File: src/sv/rfdc_pkg.sv
package rfdc_pkg;

    localparam int RX_BUFFER_SIZE = 256;

    localparam int POS_W = 9;

    localparam logic [7:0]       HDR_BYTE     = 8'h71;
    localparam logic [POS_W-1:0] STATUS_LEN   = POS_W'(203);
    localparam logic [POS_W-1:0] OPTIONAL_LEN = POS_W'(20);
    localparam logic [POS_W-1:0] LEN_OVERHEAD = POS_W'(3);
    localparam logic [POS_W-1:0] POS_LIMIT    = POS_W'(RX_BUFFER_SIZE - 1);
    localparam logic [POS_W-1:0] LEN_LIMIT    = POS_W'(RX_BUFFER_SIZE - 3);

    localparam logic [1:0] KIND_OTHER    = 2'd0;
    localparam logic [1:0] KIND_STATUS   = 2'd1;
    localparam logic [1:0] KIND_OPTIONAL = 2'd2;

    typedef struct packed {
        logic [POS_W-1:0] position;
        logic [7:0]       length;
        logic [7:0]       sum;
    } rfdc_state_t;

    typedef struct packed {
        logic       in_frame;
        logic [7:0] byte_index;
        logic       frame_done;
        logic       checksum_ok;
        logic [1:0] frame_kind;
    } rfdc_result_t;

endpackage

File: src/sv/rfdc_frame_logic.sv
module rfdc_frame_logic
    import rfdc_pkg::*;
(
    input  rfdc_state_t  state,
    input  logic [7:0]   rx_byte,
    output rfdc_state_t  state_next,
    output rfdc_result_t result
);

    logic [POS_W-1:0] at;
    logic [POS_W-1:0] next_pos;
    logic [POS_W-1:0] frame_len;
    logic [7:0]       sum_new;
    logic [7:0]       len_new;
    logic             kept;
    logic             done;

    always_comb
    begin
        // Drop a partial frame once the buffer is full; this byte may start a new one.
        at = (state.position >= POS_LIMIT) ? '0 : state.position;

        sum_new = (at == '0) ? rx_byte : 8'(state.sum + rx_byte);
        len_new = (at == POS_W'(1)) ? rx_byte : state.length;

        next_pos  = at + POS_W'(1);
        kept      = 1'b1;
        frame_len = {1'b0, len_new} + LEN_OVERHEAD;

        if (at == '0 && rx_byte != HDR_BYTE)
        begin
            next_pos = '0;
            kept     = 1'b0;
        end
        if (at == POS_W'(1) && {1'b0, len_new} > LEN_LIMIT)
        begin
            next_pos = '0;
            kept     = 1'b0;
        end

        done = (next_pos >= POS_W'(2)) && (next_pos == frame_len);

        result.in_frame    = kept;
        result.byte_index  = kept ? at[7:0] : 8'd0;
        result.frame_done  = done;
        result.checksum_ok = done && (sum_new == 8'd0);
        result.frame_kind  = KIND_OTHER;
        if (done)
        begin
            if (next_pos == STATUS_LEN)
                result.frame_kind = KIND_STATUS;
            else if (next_pos == OPTIONAL_LEN)
                result.frame_kind = KIND_OPTIONAL;
        end

        state_next.position = done ? '0 : next_pos;
        state_next.length   = len_new;
        state_next.sum      = sum_new;
    end

endmodule

File: src/sv/reply_frame_deframer_checksum_core.sv
// An accepted input word is registered in the input stage, its result word in
// the output stage. Throughput: one word per cycle while out_stall is low; the
// frame position, length and 8-bit sum update as the input stage hands it on.
// Reset (rst_n low, asynchronous): both stages empty, frame state cleared to
// position 0, length 0, sum 0.
module reply_frame_deframer_checksum_core
    import rfdc_pkg::*;
(
    input  logic       clk,
    input  logic       rst_n,
    input  logic       in_valid,
    output logic       in_stall,
    input  logic [7:0] rx_byte,
    output logic       out_valid,
    input  logic       out_stall,
    output logic       in_frame,
    output logic [7:0] byte_index,
    output logic       frame_done,
    output logic       checksum_ok,
    output logic [1:0] frame_kind
);

    logic         in_valid_reg;
    logic [7:0]   in_byte_reg;
    logic         out_valid_reg;
    rfdc_result_t out_reg;
    rfdc_state_t  state_reg;
    rfdc_state_t  state_next;
    rfdc_result_t result_next;
    logic         out_ready;
    logic         advance;

    rfdc_frame_logic u_frame_logic (
        .state      (state_reg),
        .rx_byte    (in_byte_reg),
        .state_next (state_next),
        .result     (result_next)
    );

    assign out_ready = !out_valid_reg || !out_stall;
    assign advance   = in_valid_reg && out_ready;
    assign in_stall  = in_valid_reg && !out_ready;

    always_ff @(posedge clk or negedge rst_n)
    begin
        if (!rst_n)
        begin
            in_valid_reg  <= 1'b0;
            out_valid_reg <= 1'b0;
            state_reg     <= '0;
        end
        else
        begin
            if (!in_stall)
                in_valid_reg <= in_valid;
            if (out_ready)
                out_valid_reg <= in_valid_reg;
            if (advance)
                state_reg <= state_next;
        end
    end

    // Hold payload while its stage is stalled.
    always_ff @(posedge clk)
    begin
        if (!in_stall && in_valid)
            in_byte_reg <= rx_byte;
        if (advance)
            out_reg <= result_next;
    end

    assign out_valid   = out_valid_reg;
    assign in_frame    = out_reg.in_frame;
    assign byte_index  = out_reg.byte_index;
    assign frame_done  = out_reg.frame_done;
    assign checksum_ok = out_reg.checksum_ok;
    assign frame_kind  = out_reg.frame_kind;

endmodule

File: config.mk
export PLATFORM = sky130hd
export DESIGN_NAME = reply_frame_deframer_checksum_core
export DESIGN_NICKNAME = d
export VERILOG_FILES = /design/src/sv/rfdc_pkg.sv /design/src/sv/rfdc_frame_logic.sv /design/src/sv/reply_frame_deframer_checksum_core.sv
export SDC_FILE = /design/constraint.sdc
export NUM_CORES = 1
export LEC_CHECK = 0
export BUFFER_PORTS_ARGS = -buffer_cell sky130_fd_sc_hd__buf_2
export CORE_UTILIZATION = 62
export CTS_CLUSTER_SIZE = 28
export DETAILED_ROUTE_END_ITERATION = 7
export GPL_TIMING_DRIVEN = 0
export PLACE_DENSITY = 0.85
export SETUP_SLACK_MARGIN = 0.4
export SKIP_CTS_REPAIR_TIMING = 1
export SYNTH_ARGS = -nofsm -noshare
export SYNTH_HDL_FRONTEND = slang
export SYNTH_SLANG_ARGS = --single-unit
File: constraint.sdc
create_clock -name clk -period 7.2 [get_ports clk]
set_input_delay 0.36 -clock clk [delete_from_list [all_inputs] [get_ports clk]]
set_output_delay 0.36 -clock clk [all_outputs]
set_load 0.02 [all_outputs]
==> impl_table.tex <==
\begin{tabular}{lr}
\hline
Metric & Value \\
\hline
\multicolumn{2}{l}{\textbf{Finish}} \\
\quad Post-Layout Inst Area & 3510 µm² \\
\quad Area growth from synthesis to layout & 10.6\% \\
\quad Number of flip-flops under the largest register name & 25 \\
\quad Ant. Diodes & 0 \\
\quad Final instance count without filler cells & 432 \\
\quad Ratio of cells with drive above 1 in the final layout & 16.2\% \\
\quad Layout Nets & 387 \\
\quad Post-layout utilization of the core & 72.9\% \\
\multicolumn{2}{l}{\textbf{Clock tree}} \\
\quad Buffer depth of the longest clock path & 2 \\
\quad CTS tree & yes \\
\quad Number of levels in the clock H-tree & 2 \\
\quad CTS root buffer & clkbuf\_8 \\
\quad Clock-pin slew on the worst setup and hold paths & 0.09 ns \\
\quad Total number of clock tree sinks & 48 \\
\quad Clock network latency to the later pin of the worst-skew pair & 0.30 ns \\
\quad Number of buffers created by CTS & 5 \\
\multicolumn{2}{l}{\textbf{Power}} \\
\quad Sw power & 0.000625 W \\
\quad Int Power & 0.000807 W \\
\quad Fraction of power spent switching nets & 43.7\% \\
\quad Part of the power in registers & 30.5\% \\
\quad Leakage component of the power & 1.40 nW \\
\quad Peak supply drop & 0.159 mV \\
\quad Clk pwr share & 14.4\% \\
\quad Proportion of power drawn by combinational gates & 55.0\% \\
\quad Power density over the cells & 408 nW/µm² \\
\multicolumn{2}{l}{\textbf{STA}} \\
\quad Skew final & 0.00377 ns \\
\quad Fraction of the cycle the final worst path needs & 61.6\% \\
\quad Final count of pins violating max slew & 0 \\
\quad Unrepaired setup endpoints after global routing & no \\
\quad Final Hold Fails & 0 \\
\quad Total negative slack for setup checks & 0 ns \\
\quad Final number of setup-violating endpoints & 0 \\
\quad Min cycle time layout & 4.44 ns \\
\quad Slew margin rel. & 24.5\% \\
\quad Transition time at the pin with the least slew margin & 1.13 ns \\
\quad Peak Freq & 225 MHz \\
\multicolumn{2}{l}{\textbf{Setup path}} \\
\quad Most used cell along the critical path & clkbuf\_1 \\
\quad Nature of the critical path endpoint & flip-flop \\
\quad Path length in cells of the critical path & 14 \\
\quad Setup slack, reg-to-reg & 2.76 ns \\
\quad Crit path kind & flip-flop to flip-flop \\
\quad Stage delay of the slowest cell on the critical path & 0.63 ns \\
\quad Bufs and invs on worst path & 3 \\
\quad Reg2Reg Depth & 14 \\
\quad Reg-to-reg startpoint & state\_reg[18] \\
\quad Signal arrival time at the worst endpoint & 4.61 ns \\
\quad Launch point of the worst path & state\_reg[18] \\
\quad Category of cells accounting for the largest share of critical-path delay & simple AND/OR/NAND/NOR gates \\
\quad Nature of the critical path startpoint & flip-flop \\
\quad Slowest cell on the critical path & o21ai\_0 \\
\quad Max Fanout on Critical Path & 9 \\
\quad Required arrival time at the worst endpoint & 7.37 ns \\
\quad CP cell instances & buf\_4 > and4\_4 > nand4\_1 > and3\_1 > clkbuf\_1 > ha\_1 > clkbuf\_1 > a31oi\_1 > o21a\_1 > o21ai\_0 > xor2\_1 > or4\_4 > nor3\_2 > and4\_1 \\
\multicolumn{2}{l}{\textbf{Synth}} \\
\quad Netlist Area Pre-Place & 3180 µm² \\
\quad Async SR Flop Fraction & 56.3\% \\
\quad Number of warning messages in the yosys log & 0 \\
\quad Cell taking the most area after synthesis & dfrtp\_1 \\
\quad Sequential-to-total area share from yosys stat & 41.1\% \\
\quad Commonest register cell after synthesis & dfrtp\_1 \\
\quad Top post-synthesis cells by area & dfrtp\_1 21\%, edfxtp\_1 20\%, nand2\_1 4.1\% \\
\quad Synth top cells by count & 35 x nand2\_1, 27 x dfrtp\_1, 23 x nor2\_1 \\
\quad Count leader, synth & nand2\_1 \\
\quad Mapped Nets & 354 \\
\quad EDFF count, synth & 21 \\
\quad Avg Cell Area, Syn & 9.60 µm² \\
\quad Yosys top cell area share & 21.3\% \\
\quad Post-Synthesis Cells & 331 \\
\quad Post-synthesis cell type count & 62 \\
\quad Number of synthesized register bits & 48 \\
\multicolumn{2}{l}{\textbf{Run}} \\
\quad Maximum Capacitance Violations & 0 \\
\multicolumn{2}{l}{\textbf{Detailed routing}} \\
\quad Drt pass-1 iters & 4 \\
\quad Number of remaining DRC errors & 0 \\
\quad Average via count per standard cell & 6.07 \\
\quad DRC violation total after the first TritonRoute iteration & 295 \\
\quad Routed length per placed instance & 16.0 µm \\
\quad Vias post-DR & 2,621 \\
\quad Routed wire length & 6930 µm \\
\quad Count of nets left with antenna violations after detail routing & 0 \\
\multicolumn{2}{l}{\textbf{Global routing}} \\
\quad Vias in the first global route & 2,432 \\
\quad Global-route usage over all layers & 28.3\% \\
\quad Antenna violations before repair & 0 \\
\quad Pin count of the biggest net entering global routing & 28 \\
\quad First-pass GRT wire length & 11,600 µm \\
\quad Aggregate global routing overflow & 0 \\
\multicolumn{2}{l}{\textbf{Run status}} \\
\quad Status & finished clean \\
\multicolumn{2}{l}{\textbf{Place}} \\
\quad IO Port Bufs & 26 \\
\quad Number of placed instances with taps included & 424 \\
\quad Area after DPL & 3390 µm² \\
\quad Weighted congestion reported at the end of routability-driven placement & 0.909 \\
\quad Detailed Place HPWL & 5130 µm \\
\multicolumn{2}{l}{\textbf{Floorplan}} \\
\quad Chip height & 73.6 µm \\
\quad Placeable Area & 4820 µm² \\
\quad Overall die width & 73.6 µm \\
\quad Boundary Pins & 27 \\
\quad Die Area & 5410 µm² \\
\quad Initial standard-cell utilization of the core & 65.9\% \\
\quad Placement row count & 25 \\
\multicolumn{2}{l}{\textbf{Min path}} \\
\quad Type of the most critical hold path & input port to asynchronous set/reset pin \\
\hline
\end{tabular}
## power by group through the flow
stage                     clock [W]  sequential, W  combinational (W)
after floorplan                   0       0.000441           0.000599
after global placement            0       0.000436           0.000741
after detailed placement          0       0.000441           0.000768
after CTS                  0.000207       0.000435           0.000774
after global routing       0.000216       0.000448           0.000865
final                      0.000207       0.000437           0.000788
## worst register-to-register path: stages, from the launching register on
cell	delay [ns]
dfrtp_1	0.38
buf_4	0.17
and4_4	0.22
nand4_1	0.08
and3_1	0.16
clkbuf_1	0.36
ha_1	0.22
clkbuf_1	0.32
a31oi_1	0.08
o21a_1	0.18
o21ai_0	0.63
xor2_1	0.14
or4_4	0.55
nor3_2	0.54
and4_1	0.29
## area by class of cell
type / count / area [µm²]
Clock buffer: 6 / 82.6
Timing Repair Buffer: 26 / 130
Multi-Input combinational cell: 251 / 1720
Clock inverter: 2 / 38.8
Inverter: 13 / 48.8
Tap cell: 67 / 83.8
Buffer: 19 / 98.8
Sequential cell: 48 / 1310
Fill cell: 362 / 1310
## path summary, 6_finish.rpt
check                                      end
worst max register to register     checksum_ok
worst min register to register    state_reg[6]
min in group clk                in_byte_reg[3]
worst max-delay path               checksum_ok
max in group asynchronous         state_reg[8]
worst min-delay path              state_reg[6]
## per-stage QoR
| step | setup slack [ns] | hold WS (ns) | total power [W] |
|---|---|---|---|
| 6_report | 2.76 | 0.0702 | 0.00143 |
| 5_1_grt | 2.63 | 0.125 | 0.00153 |
| 4_1_cts | 2.91 | 0.0953 | 0.00142 |
| 3_5_place_dp | 2.92 | 0.423 | 0.00121 |
| 3_3_place_gp | 2.98 | 0.410 | 0.00118 |
| 2_1_floorplan | 3.60 | 0.0644 | 0.00104 |
## layer usage
metal / track usage [%] / routed length [µm] / vias to the layer above
met3: 5.35 / 448 / 13
met5: 0 / 0 / -
met1: 39.2 / 3120 / 1227
met4: 7.69 / 87 / 0
met2: 45.5 / 3280 / 112
li1: - / - / 1269
## placed cells by master, fill, tap and decap left out, types with 11 or more instances in the layout
cell      synthesis  routed
and2_1           11      11
edfxtp_1         21      21
nand3_1          14      14
o21ai_0          22      22
dfrtp_1          27      27
nor2_1           23      23
buf_2             1      27
inv_1            12      12
clkbuf_1         14      14
a31oi_1          11      11
xnor2_1          15      15
nand2_1          35      35
## kinds of logic after synthesis
kind of cell	Yosys count	synth area share (%)
simple gates	121	20.1
compound gates	75	16.3
flops	48	41.1
buf+inv	32	4.65
xor+xnor	25	6.89
mux	19	6.34
fa+ha+maj	11	4.57
Note: power is estimated with default switching activity, not from simulation.
